<file path="src/gda_pkg.sv">
package gda_pkg;

	localparam int unsigned DAY_W   = 5;
	localparam int unsigned MONTH_W = 4;
	localparam int unsigned YEAR_W  = 16;
	localparam int unsigned COUNT_W = 16;
	localparam int unsigned REM_W   = 9;

	localparam int unsigned YEAR_MOD  = 400;
	localparam int unsigned CENTURY   = 100;
	localparam int unsigned MONTHS    = 12;
	localparam int unsigned DAYS_LONG = 31;
	localparam int unsigned DAYS_SHORT = 30;
	localparam int unsigned DAYS_FEB_LEAP = 29;
	localparam int unsigned DAYS_FEB = 28;

	typedef enum logic {
		OP_ADD_DAYS   = 1'b0,
		OP_ADD_MONTHS = 1'b1
	} op_t;

	// leap test from the year residue mod 400
	function automatic logic is_leap(input logic [REM_W-1:0] rem);
		logic cent;
		cent = (rem == REM_W'(CENTURY)) || (rem == REM_W'(2 * CENTURY)) ||
			(rem == REM_W'(3 * CENTURY));
		return (rem == '0) || ((rem[1:0] == 2'b00) && !cent);
	endfunction

	function automatic logic [DAY_W-1:0] month_len(input logic [MONTH_W-1:0] m,
		input logic leap);
		logic [DAY_W-1:0] len;
		case (m) inside
			4'd1, 4'd3, 4'd5, 4'd7, 4'd8, 4'd10, 4'd12: len = DAY_W'(DAYS_LONG);
			4'd4, 4'd6, 4'd9, 4'd11: len = DAY_W'(DAYS_SHORT);
			4'd2: len = leap ? DAY_W'(DAYS_FEB_LEAP) : DAY_W'(DAYS_FEB);
			default: len = '0;
		endcase
		return len;
	endfunction

endpackage

</file>
<file path="src/gda_req_if.sv">
interface gda_req_if;
	logic                          valid;
	logic                          ready;
	logic                          op;
	logic [gda_pkg::COUNT_W-1:0]   count;
	logic [gda_pkg::DAY_W-1:0]     start_day;
	logic [gda_pkg::MONTH_W-1:0]   start_month;
	logic [gda_pkg::YEAR_W-1:0]    start_year;

	modport source (output valid, op, count, start_day, start_month, start_year,
		input ready);
	modport sink (input valid, op, count, start_day, start_month, start_year,
		output ready);
endinterface

</file>
<file path="src/gda_rsp_if.sv">
interface gda_rsp_if;
	logic                          valid;
	logic                          ready;
	logic [gda_pkg::DAY_W-1:0]     end_day;
	logic [gda_pkg::MONTH_W-1:0]   end_month;
	logic [gda_pkg::YEAR_W-1:0]    end_year;
	logic                          bad_date;
	logic                          year_overflow;

	modport source (output valid, end_day, end_month, end_year, bad_date, year_overflow,
		input ready);
	modport sink (input valid, end_day, end_month, end_year, bad_date, year_overflow,
		output ready);
endinterface

</file>
<file path="src/gda_mod400.sv">
// year mod 400: the year over 16 by a shift, that quotient over 25
// by a reciprocal multiply, then the remainder by 25 set back above the low nibble
module gda_mod400 #(
	parameter int unsigned YEAR_BITS = 16
) (
	input  logic                          clk,
	input  logic                          arst_n,
	input  logic                          start,
	input  logic [YEAR_BITS-1:0]          year,
	output logic                          done,
	output logic [gda_pkg::REM_W-1:0]     rem
);

	// years up to 32 bits give x = year >> 4 below 2^28, where
	// floor(x * ceil(2^33 / 25) / 2^33) equals floor(x / 25)
	localparam int unsigned RECIP_SHIFT = 33;
	localparam logic [28:0] RECIP_25    = 29'd343597384;

	logic                        busy_q;
	logic                        done_q;
	logic [27:0]                 x_s1;
	logic [3:0]                  nib_s1;
	logic [23:0]                 quot_s1;
	logic [gda_pkg::REM_W-1:0]   rem_q;
	logic [31:0]                 year_ext;
	logic [27:0]                 x;
	logic [56:0]                 prod;
	logic [27:0]                 back;
	logic [27:0]                 rem25;

	always_comb begin
		year_ext = 32'(year);
		x        = year_ext[31:4];
		prod     = 57'(x) * 57'(RECIP_25);
		// quotient times 25 as shifts and adds
		back     = 28'({quot_s1, 4'b0000}) + 28'({quot_s1, 3'b000}) + 28'(quot_s1);
		rem25    = x_s1 - back;
	end

	always_ff @(posedge clk or negedge arst_n) begin
		if (!arst_n) begin
			busy_q <= 1'b0;
			done_q <= 1'b0;
		end else begin
			busy_q <= start;
			done_q <= busy_q;
			if (start) begin
				x_s1    <= x;
				nib_s1  <= year_ext[3:0];
				quot_s1 <= prod[RECIP_SHIFT +: 24];
			end
			if (busy_q) begin
				rem_q <= {rem25[4:0], nib_s1};
			end
		end
	end

	assign done = done_q;
	assign rem  = rem_q;

endmodule

</file>
<file path="src/gregorian_date_adder.sv">
// Gregorian date adder: takes a start date, an op (add days or add months)
// and a count, and returns one result word with the end date. One word is
// worked at a time; req.ready is high only while the sequencer is idle.
// A word goes from acceptance to the result register in order: the
// mod-400 unit seeds the leap-year residue (a reciprocal multiply
// registered at acceptance, then a subtract), the sequencer takes the
// residue and checks the start date, makes each day or month step in the
// shared month/year advance unit, and loads the result register when it is
// empty or being drained on rsp.ready. A bad start date
// or a zero count skips the steps. The result register lets a finished word
// wait on rsp.ready while the next request is taken. Months added clamp the
// day to each new month, so an earlier clamp carries into later steps. The
// year wraps to 0 past 2^YEAR_BITS - 1 and sets year_overflow; only the low
// COUNT_BITS of count and the low YEAR_BITS of start_year are used.
module gregorian_date_adder #(
	parameter int unsigned COUNT_BITS = 16,
	parameter int unsigned YEAR_BITS  = 16
) (
	input  logic      clk,
	input  logic      arst_n,
	gda_req_if.sink   req,
	gda_rsp_if.source rsp
);

	typedef enum logic [2:0] {
		ST_IDLE,
		ST_MOD,
		ST_CHECK,
		ST_STEP,
		ST_DONE
	} state_t;

	state_t                          state_q;
	logic                            op_q;
	logic [COUNT_BITS-1:0]           n_q;
	logic [gda_pkg::DAY_W-1:0]       d_q;
	logic [gda_pkg::MONTH_W-1:0]     m_q;
	logic [YEAR_BITS-1:0]            y_q;
	logic [gda_pkg::REM_W-1:0]       rem_q;
	logic                            bad_q;
	logic                            wrap_q;

	// result register
	logic                            out_valid_q;
	logic [gda_pkg::DAY_W-1:0]       out_day_q;
	logic [gda_pkg::MONTH_W-1:0]     out_month_q;
	logic [gda_pkg::YEAR_W-1:0]      out_year_q;
	logic                            out_bad_q;
	logic                            out_wrap_q;

	logic                            accept;
	logic [31:0]                     count_ext;
	logic [31:0]                     year_ext;
	logic [31:0]                     y_out_ext;
	logic                            mod_done;
	logic [gda_pkg::REM_W-1:0]       mod_rem;

	// shared step unit signals
	logic [gda_pkg::DAY_W-1:0]       len_cur;
	logic                            bad_start;
	logic                            adv;
	logic                            roll_year;
	logic                            y_wrap;
	logic [gda_pkg::MONTH_W-1:0]     m_nxt;
	logic [YEAR_BITS-1:0]            y_nxt;
	logic [gda_pkg::REM_W-1:0]       rem_nxt;
	logic [gda_pkg::DAY_W-1:0]       len_nxt;
	logic [gda_pkg::DAY_W-1:0]       d_nxt;
	logic                            slot_free;
	logic                            load_out;

	assign accept    = req.valid && req.ready;
	assign req.ready = (state_q == ST_IDLE);
	assign count_ext = 32'(req.count);
	assign year_ext  = 32'(req.start_year);
	assign y_out_ext = 32'(y_q);
	assign slot_free = !out_valid_q || rsp.ready;
	assign load_out  = (state_q == ST_DONE) && slot_free;

	gda_mod400 #(
		.YEAR_BITS(YEAR_BITS)
	) u_mod400 (
		.clk    (clk),
		.arst_n (arst_n),
		.start  (accept),
		.year   (year_ext[YEAR_BITS-1:0]),
		.done   (mod_done),
		.rem    (mod_rem)
	);

	always_comb begin
		len_cur   = gda_pkg::month_len(m_q, gda_pkg::is_leap(rem_q));
		bad_start = (m_q < gda_pkg::MONTH_W'(1)) ||
			(m_q > gda_pkg::MONTH_W'(gda_pkg::MONTHS)) ||
			(d_q == '0) || (d_q > len_cur);

		// a month step always advances; a day step only at month end
		adv       = (op_q == gda_pkg::OP_ADD_MONTHS) || (d_q >= len_cur);
		roll_year = adv && (m_q >= gda_pkg::MONTH_W'(gda_pkg::MONTHS));
		y_wrap    = roll_year && (y_q == '1);

		if (!adv) begin
			m_nxt = m_q;
		end else if (roll_year) begin
			m_nxt = gda_pkg::MONTH_W'(1);
		end else begin
			m_nxt = m_q + gda_pkg::MONTH_W'(1);
		end

		// the 400-year residue follows the year, so no divider on the step path
		if (!roll_year) begin
			y_nxt   = y_q;
			rem_nxt = rem_q;
		end else if (y_wrap) begin
			y_nxt   = '0;
			rem_nxt = '0;
		end else begin
			y_nxt = y_q + YEAR_BITS'(1);
			if (rem_q == gda_pkg::REM_W'(gda_pkg::YEAR_MOD - 1)) begin
				rem_nxt = '0;
			end else begin
				rem_nxt = rem_q + gda_pkg::REM_W'(1);
			end
		end

		len_nxt = gda_pkg::month_len(m_nxt, gda_pkg::is_leap(rem_nxt));

		if (op_q == gda_pkg::OP_ADD_DAYS) begin
			d_nxt = adv ? gda_pkg::DAY_W'(1) : d_q + gda_pkg::DAY_W'(1);
		end else begin
			// clamp to the new month
			d_nxt = (d_q > len_nxt) ? len_nxt : d_q;
		end
	end

	always_ff @(posedge clk or negedge arst_n) begin
		if (!arst_n) begin
			state_q     <= ST_IDLE;
			out_valid_q <= 1'b0;
		end else begin
			// a new word may replace one drained in the same cycle
			if (load_out) begin
				out_valid_q <= 1'b1;
			end else if (rsp.ready) begin
				out_valid_q <= 1'b0;
			end
			case (state_q)
				ST_IDLE: begin
					if (accept) begin
						op_q    <= req.op;
						n_q     <= count_ext[COUNT_BITS-1:0];
						d_q     <= req.start_day;
						m_q     <= req.start_month;
						y_q     <= year_ext[YEAR_BITS-1:0];
						wrap_q  <= 1'b0;
						state_q <= ST_MOD;
					end
				end
				ST_MOD: begin
					if (mod_done) begin
						rem_q   <= mod_rem;
						state_q <= ST_CHECK;
					end
				end
				ST_CHECK: begin
					bad_q <= bad_start;
					if (bad_start || (n_q == '0)) begin
						state_q <= ST_DONE;
					end else begin
						state_q <= ST_STEP;
					end
				end
				ST_STEP: begin
					d_q   <= d_nxt;
					m_q   <= m_nxt;
					y_q   <= y_nxt;
					rem_q <= rem_nxt;
					n_q   <= n_q - COUNT_BITS'(1);
					if (y_wrap) begin
						wrap_q <= 1'b1;
					end
					if (n_q == COUNT_BITS'(1)) begin
						state_q <= ST_DONE;
					end
				end
				ST_DONE: begin
					if (load_out) begin
						out_day_q   <= d_q;
						out_month_q <= m_q;
						out_year_q  <= y_out_ext[gda_pkg::YEAR_W-1:0];
						out_bad_q   <= bad_q;
						out_wrap_q  <= wrap_q;
						state_q     <= ST_IDLE;
					end
				end
				default: begin
					state_q <= ST_IDLE;
				end
			endcase
		end
	end

	assign rsp.valid         = out_valid_q;
	assign rsp.end_day       = out_day_q;
	assign rsp.end_month     = out_month_q;
	assign rsp.end_year      = out_year_q;
	assign rsp.bad_date      = out_bad_q;
	assign rsp.year_overflow = out_wrap_q;

	// no step runs with a zero count or from an invalid date
	a_step_count: assert property (@(posedge clk) disable iff (!arst_n)
		(state_q == ST_STEP) |-> (n_q != '0))
		else $error("step with zero count");

	a_step_date: assert property (@(posedge clk) disable iff (!arst_n)
		(state_q == ST_STEP) |-> ((m_q >= gda_pkg::MONTH_W'(1)) &&
		(m_q <= gda_pkg::MONTH_W'(gda_pkg::MONTHS)) && (d_q != '0) && (d_q <= len_cur)))
		else $error("invalid date while stepping");

	a_rem_range: assert property (@(posedge clk) disable iff (!arst_n)
		((state_q == ST_CHECK) || (state_q == ST_STEP)) |->
		(rem_q < gda_pkg::REM_W'(gda_pkg::YEAR_MOD)))
		else $error("year residue out of range");

	a_last_step: assert property (@(posedge clk) disable iff (!arst_n)
		((state_q == ST_STEP) && (n_q == COUNT_BITS'(1))) |=> (state_q == ST_DONE))
		else $error("missed end of stepping");

endmodule
</file>
<file path="src/flat_wrapper.sv">
// flat-port wrapper written by rule: the top's interface ports become plain ports
module gregorian_date_adder_flat 
#(
	parameter int unsigned COUNT_BITS = 16,
	parameter int unsigned YEAR_BITS  = 16
)
  (clk, arst_n, req_valid, req_op, req_count, req_start_day, req_start_month, req_start_year, req_ready, rsp_valid, rsp_end_day, rsp_end_month, rsp_end_year, rsp_bad_date, rsp_year_overflow, rsp_ready);
  gda_req_if req_i ();
  gda_rsp_if rsp_i ();
  input  logic clk;
  input  logic arst_n;
  input wire logic [$bits(req_i.valid)-1:0] req_valid;
  input wire logic [$bits(req_i.op)-1:0] req_op;
  input wire logic [$bits(req_i.count)-1:0] req_count;
  input wire logic [$bits(req_i.start_day)-1:0] req_start_day;
  input wire logic [$bits(req_i.start_month)-1:0] req_start_month;
  input wire logic [$bits(req_i.start_year)-1:0] req_start_year;
  output wire logic [$bits(req_i.ready)-1:0] req_ready;
  output wire logic [$bits(rsp_i.valid)-1:0] rsp_valid;
  output wire logic [$bits(rsp_i.end_day)-1:0] rsp_end_day;
  output wire logic [$bits(rsp_i.end_month)-1:0] rsp_end_month;
  output wire logic [$bits(rsp_i.end_year)-1:0] rsp_end_year;
  output wire logic [$bits(rsp_i.bad_date)-1:0] rsp_bad_date;
  output wire logic [$bits(rsp_i.year_overflow)-1:0] rsp_year_overflow;
  input wire logic [$bits(rsp_i.ready)-1:0] rsp_ready;
  assign req_i.valid = req_valid;
  assign req_i.op = req_op;
  assign req_i.count = req_count;
  assign req_i.start_day = req_start_day;
  assign req_i.start_month = req_start_month;
  assign req_i.start_year = req_start_year;
  assign req_ready = req_i.ready;
  assign rsp_valid = rsp_i.valid;
  assign rsp_end_day = rsp_i.end_day;
  assign rsp_end_month = rsp_i.end_month;
  assign rsp_end_year = rsp_i.end_year;
  assign rsp_bad_date = rsp_i.bad_date;
  assign rsp_year_overflow = rsp_i.year_overflow;
  assign rsp_i.ready = rsp_ready;
  gregorian_date_adder #(.COUNT_BITS(COUNT_BITS), .YEAR_BITS(YEAR_BITS)) u_core (.clk(clk), .arst_n(arst_n), .req(req_i), .rsp(rsp_i));
endmodule
</file>
<file path="config.mk">
export PLATFORM = sky130hd
export DESIGN_NAME = gregorian_date_adder_flat
export DESIGN_NICKNAME = d
export VERILOG_FILES = /design/src/gda_pkg.sv /design/src/gda_req_if.sv /design/src/gda_rsp_if.sv /design/src/gda_mod400.sv /design/src/gregorian_date_adder.sv /design/src/flat_wrapper.sv
export SDC_FILE = /design/constraint.sdc
export NUM_CORES = 1
export LEC_CHECK = 0
export ABC_AREA = 1
export BUFFER_PORTS_ARGS = -buffer_cell sky130_fd_sc_hd__buf_4
export CORE_MARGIN = 8
export CORE_UTILIZATION = 60
export DETAILED_ROUTE_END_ITERATION = 10
export PLACE_DENSITY = 0.79
export SYNTH_ARGS = -nofsm -noshare
export SYNTH_HDL_FRONTEND = slang
export SYNTH_HIERARCHICAL = 1
export SYNTH_SLANG_ARGS = --single-unit
</file>
<file path="constraint.sdc">
create_clock -name clk -period 4.8 [get_ports clk]
set_input_delay 0 -clock clk [delete_from_list [all_inputs] [get_ports clk]]
set_output_delay 0 -clock clk [all_outputs]
set_load 0.02 [all_outputs]
</file>
**After elaboration in Yosys (flattened, before gate mapping)**

Cells that the tools add are included.

- $add $sub $neg: 8
- Multiply operators: 1
- Order comparisons: 6
- Eq/ne operators: 44
- Mux-type cells: 39
- Reduce and logical (&&, ||, !) cells: 46

Operators by type and width:

| operator | number |
|---|---|
| $mux 16 | 4 |
| $pmux 16 s2 | 2 |
| $mux 5 | 10 |
| $eq 4x4->1 const B | 10 |
| $mux 9 | 4 |
| $mul 12x26->35 const B | 1 |
| $eq 4x3->1 const B | 8 |
| $eq 9x9->1 const B | 3 |
| $eq 9x7->1 const B | 2 |
| $eq 9x8->1 const B | 2 |
| $logic_not 9->1 | 2 |
| $pmux 9 s2 | 1 |
| $add 16x1->16 const B | 1 |
| $eq 16x1->1 const B | 1 |
| $eq 16x16->1 const B | 1 |
| $eq 4x2->1 const B | 4 |
| $logic_not 16->1 | 1 |
| $reduce_and 4->1 | 4 |
| $sub 16x1->16 const B | 1 |
| $mux 3 | 5 |
| $pmux 3 s5 | 1 |
| $reduce_or 7->1 | 2 |
| $logic_or 1x1->1 | 12 |
| $mux 4 | 3 |
| other kinds (30) | 59 |

- Register bits: 109
- Logic and storage cells: 165

**Logic depth before layout (Yosys ltp)**

- Word-level depth: 30
- Depth in mapped cells: 35
- Mapped depth without buffers: 34

**By module**

Netlist, hierarchy kept.

By module, submodules not included:

| module | times used | cells an instance | area each (um2) | seq. area each (um2) |
|---|---|---|---|---|
| gda_mod400 | 1 | 627 | 5,467.7 | 740.7 |
| gregorian_date_adder | 1 | 596 | 5,124.9 | 2,502.4 |

**Worst setup path after synthesis**

Ideal clock, no wire load.

- Kind: input to register
- From: in req_start_year[13]
- To: reg u_core.u_mod400.quot_s1[0] (data pin)
- Library setup time: 0.252 ns
- Arrival time: 3.780 ns
- Required time: 4.548 ns
- Slack: 0.768 ns
- Cell stages on the path: 18
- Buffers on the path: 0
- Path through: fa_1 > inv_1 > fa_1 > inv_1 > fa_1 > fa_1 > inv_1 > fa_1 > inv_1 > ha_1 > a21oi_1 > o21ai_0 > nand2_1 > nand3b_1 > nor2_1 > nand2_1 > nand2_1 > nand2_1

- Word-level cells in the longest chain between the ends: 1

Ends and longest elaborated chain:

| what | line | RTL |
|---|---|---|
| from (decl) | flat_wrapper.sv:17 | `input wire logic [$bits(req_i.start_year)-1:0] req_start_year;` |
| $mul 12x26->35 | gda_mod400.sv:34 | `prod = 57'(x) * 57'(RECIP_25);` |
| named net u_core.u_mod400.prod[33] | gda_mod400.sv:27 | `logic [56:0] prod;` |
| to (signal assigned) | gda_mod400.sv:50 | `quot_s1 <= prod[RECIP_SHIFT +: 24];` |
| to (decl) | gda_mod400.sv:23 | `logic [23:0] quot_s1;` |

The timed path passes the listed nets, and every way through them passes these cells.
A chain may end at the register's enable or synchronous reset.

**Final worst setup path**

- From: in req_start_year[7]
- To: reg u_core.u_mod400.quot_s1[1] (data pin)

Same word-level chain as after synthesis.

==> results.cfg <==
[clock_tree]
clock_sinks = 109
path_clk_slew_ns = 0.07
cts_buffer_depth = 2
htree_levels = 3
clk_latency_ns = 0.36
clockRootBuffer = clkbuf_16
cts_tree = done
cts_buffers = 9

[timing]
hold_viol_final = 0
maxClockFrequency_mhz = 219
fin_tns_setup_ns = 0
worst_slew_pin_slew_ns = 1.09
setup_viol = 0
period_needed_ns = 4.57
final.setup_skew_ns = 0.00988
finalMaxSlewViolations = 0
timing.slew.headroom_pct = 27.1
rsz0062_at_grt = false
fin_crit_sh_pct = 95.1

[synth]
yosys_warnings = 6
syn_nets = 1479
ys_seq_area_share_pct = 30.6
netlist_area_um2 = 10600
ys_ff_latch = 109
async_flop_share_pct = 5.50
ys_top_cells_by_area = edfxtp_1 29%, ha_1 15%, fa_1 15%
synth_cell_types = 54
synth_top_flop_cell = edfxtp_1
netlist.area_leader.share_pct = 29.2
postSynthCellCount = 1223
synthTopCellsByCount = 255 x inv_1, 246 x nand2_1, 131 x ha_1
synth.most_common_cell = inv_1
synth_top_area_cell = edfxtp_1
synth_edf_count = 103
avgSynthCellArea_um2 = 8.66

[run_status]
status = completed

[floorplanning]
die_area_um2 = 22200
ios = 75
start_util_pct = 61.2
die_height_um = 149
core_um2 = 17300
rows = 48
die_w_um = 149

[detailed_routing]
antenna_left = 0
dr.pass1.iters = 5
drtIter0Drc = 541
vias_per_cell = 5.37
routed-via-count = 8400
wl_per_cell_um = 16.1
drc = 0
wl_um = 25100

[pwr]
pwr-share-clk_pct = 12.7
cellLeakagePower_nw = 6.00
swShare_pct = 48.3
combPwrFrac_pct = 64.1
p_sw_mw = 3.11
power_density_nw_per_um2 = 532
pwr-share-seq_pct = 23.3
p_int_mw = 3.32
peakVddDrop_v = 0.000844
finalPower_mw = 6.43

[setup_path]
r2r_cells = 26
startpoint_type = input pin
crit_end = u_core/u_mod400/quot_s1[1]
rrSetupSlack_ns = 0.38
arrival_ns = 4.68
crit_type = in2reg
cp-end-kind = register
cp_max_fo = 10
rr_endpoint = u_core/d_q[3]
timing.rr.start = u_core/m_q[0]
critPathRequiredTime_ns = 4.91
cp-startpoint = req_start_year[7]

[min_path]
holdPathStages = 3
hold_path_class = in2reg

[global_routing]
antenna_found_initial = 0
grt_pass1_wl_um = 41500
track_usage_pct = 23.6
grt_start_max_net_pins = 71
grt_pass1_vias = 8601
grt_overflow = 0

[final_layout]
drive_above_1_share_pct = 11.4
nets = 1590
antennaDiodeCount = 0
fin_cells = 1564
area_growth_pct = 14.1

[placement]
port-buffer-count = 74
numPlacedInstances = 1512
dp_hpwl_um = 19900
gp_congestion = 0.911

[run]
max_cap_viol_count = 0
cell type report:
type                            count  area (um2)
Fill cell                        1340        5210
Clock inverter                      7        96.3
Clock buffer                        9         225
Sequential cell                   109        3240
Timing Repair Buffer              113         938
Inverter                          262         988
Multi-Input combinational cell    839        6310
Tap cell                          225         282
kinds of logic (layout without fill, tap and decap cells):
group                    after synthesis  count (layout)  synth area share, %
XOR/XNOR                              30              30                 2.48
buffers and inverters                275             391                 10.1
AO/OA/AOI/OAI                        135             135                 7.43
AND/OR/NAND/NOR                      464             464                 19.0
flip-flops                           109             109                 30.6
adder cells (fa/ha/maj)              210             210                 30.4
power by group through the flow:
stage          clock network (mW)  logic (mW)  registers (mW)
6_report                    0.814        4.12            1.50
5_1_grt                     0.864        4.72            1.51
4_1_cts                     0.829        4.08            1.49
3_5_place_dp                    0        4.03            1.51
3_3_place_gp                    0        3.96            1.51
2_1_floorplan                   0        3.10            1.48
worst min-delay path by stage:
| stage | start | end | slack [ns] |
|---|---|---|---|
| 2_1_floorplan | arst_n | u_core/rsp.valid | -0.30 |
| 3_3_place_gp | arst_n | u_core/rsp.valid | -0.17 |
| 3_5_place_dp | arst_n | u_core/rsp.valid | -0.17 |
| 4_1_cts | req_count[4] | u_core/n_q[4] | 0.005 |
| 5_1_grt | req_count[2] | u_core/n_q[2] | 0.02 |
| 6_report | req_count[4] | u_core/n_q[4] | 0.02 |
metal layers:
metal	vias up	global-route usage, %	routed length (um)
met4	0	8.73	730
li1	4130	-	-
met3	42	3.49	1200
met2	221	41.7	12700
met1	4007	28.7	10500
met5	-	0	0
worst max-delay path, stage by stage:
cell and delay, ns:
dlygate4sd3_1 0.55, buf_4 0.20, fa_1 0.61, inv_1 0.07
fa_1 0.50, inv_1 0.05, fa_1 0.47, fa_1 0.54
inv_1 0.06, fa_1 0.53, inv_1 0.04, ha_1 0.33
nand2_1 0.15, nor2_1 0.07, nor2_1 0.09, nand2_1 0.07
a21oi_1 0.16, nand2_1 0.07, nand2_1 0.06, nand2_1 0.06
stage by stage:
step           util (%)  hold WS [ns]  worst slack (ns)  instance area, um2
3_3_place_gp       65.8        -0.171             0.359               11400
4_1_cts            69.7       0.00472             0.197               12100
2_1_floorplan         -        -0.296             0.768               10600
3_5_place_dp       65.8        -0.171             0.219               11400
6_report           69.9        0.0200             0.233               12100
5_1_grt            69.9        0.0226            0.0201               12100
registers in the layout, summed over array words and instances, names as in the netlist:
signal	count
u_core/u_mod400/done	1
u_core/rsp.end_month	4
u_core/y_q	16
u_core/u_mod400/x_s1	5
u_core/rsp.year_overflow	1
u_core/rsp.end_year	16
u_core/rem_q	9
u_core/state_q	3
u_core/u_mod400/rem	9
u_core/op_q	1
u_core/d_q	5
u_core/u_mod400/nib_s1	4
u_core/wrap_q	1
u_core/u_mod400/busy_q	1
u_core/n_q	16
u_core/rsp.end_day	5
u_core/m_q	4
u_core/u_mod400/quot_s1	5
u_core/rsp.valid	1
u_core/bad_q	1
u_core/rsp.bad_date	1
layout by cell type, fill, tap and decap left out, types with 12 or more instances in the layout:
cell type      count
nor3_1            15
dlygate4sd3_1     36
nand2_1          246
inv_1            255
ha_1             131
fa_1              79
nand3_1           37
xor2_1            16
nor2_1           106
xnor2_1           14
buf_4             77
a21oi_1           34
o21ai_0           56
edfxtp_1         103
nand2_2           14
a31oi_1           12
repair_timing:
action | in CTS | in global routing
endpoints found under the setup margin | 0 | 7
endpoints found under the hold margin | 44 | 0
setup buffers | 0 | 0
gates resized for setup | 0 | 7
hold buffers | 36 | 0
Power figures use the tool's default switching activity.
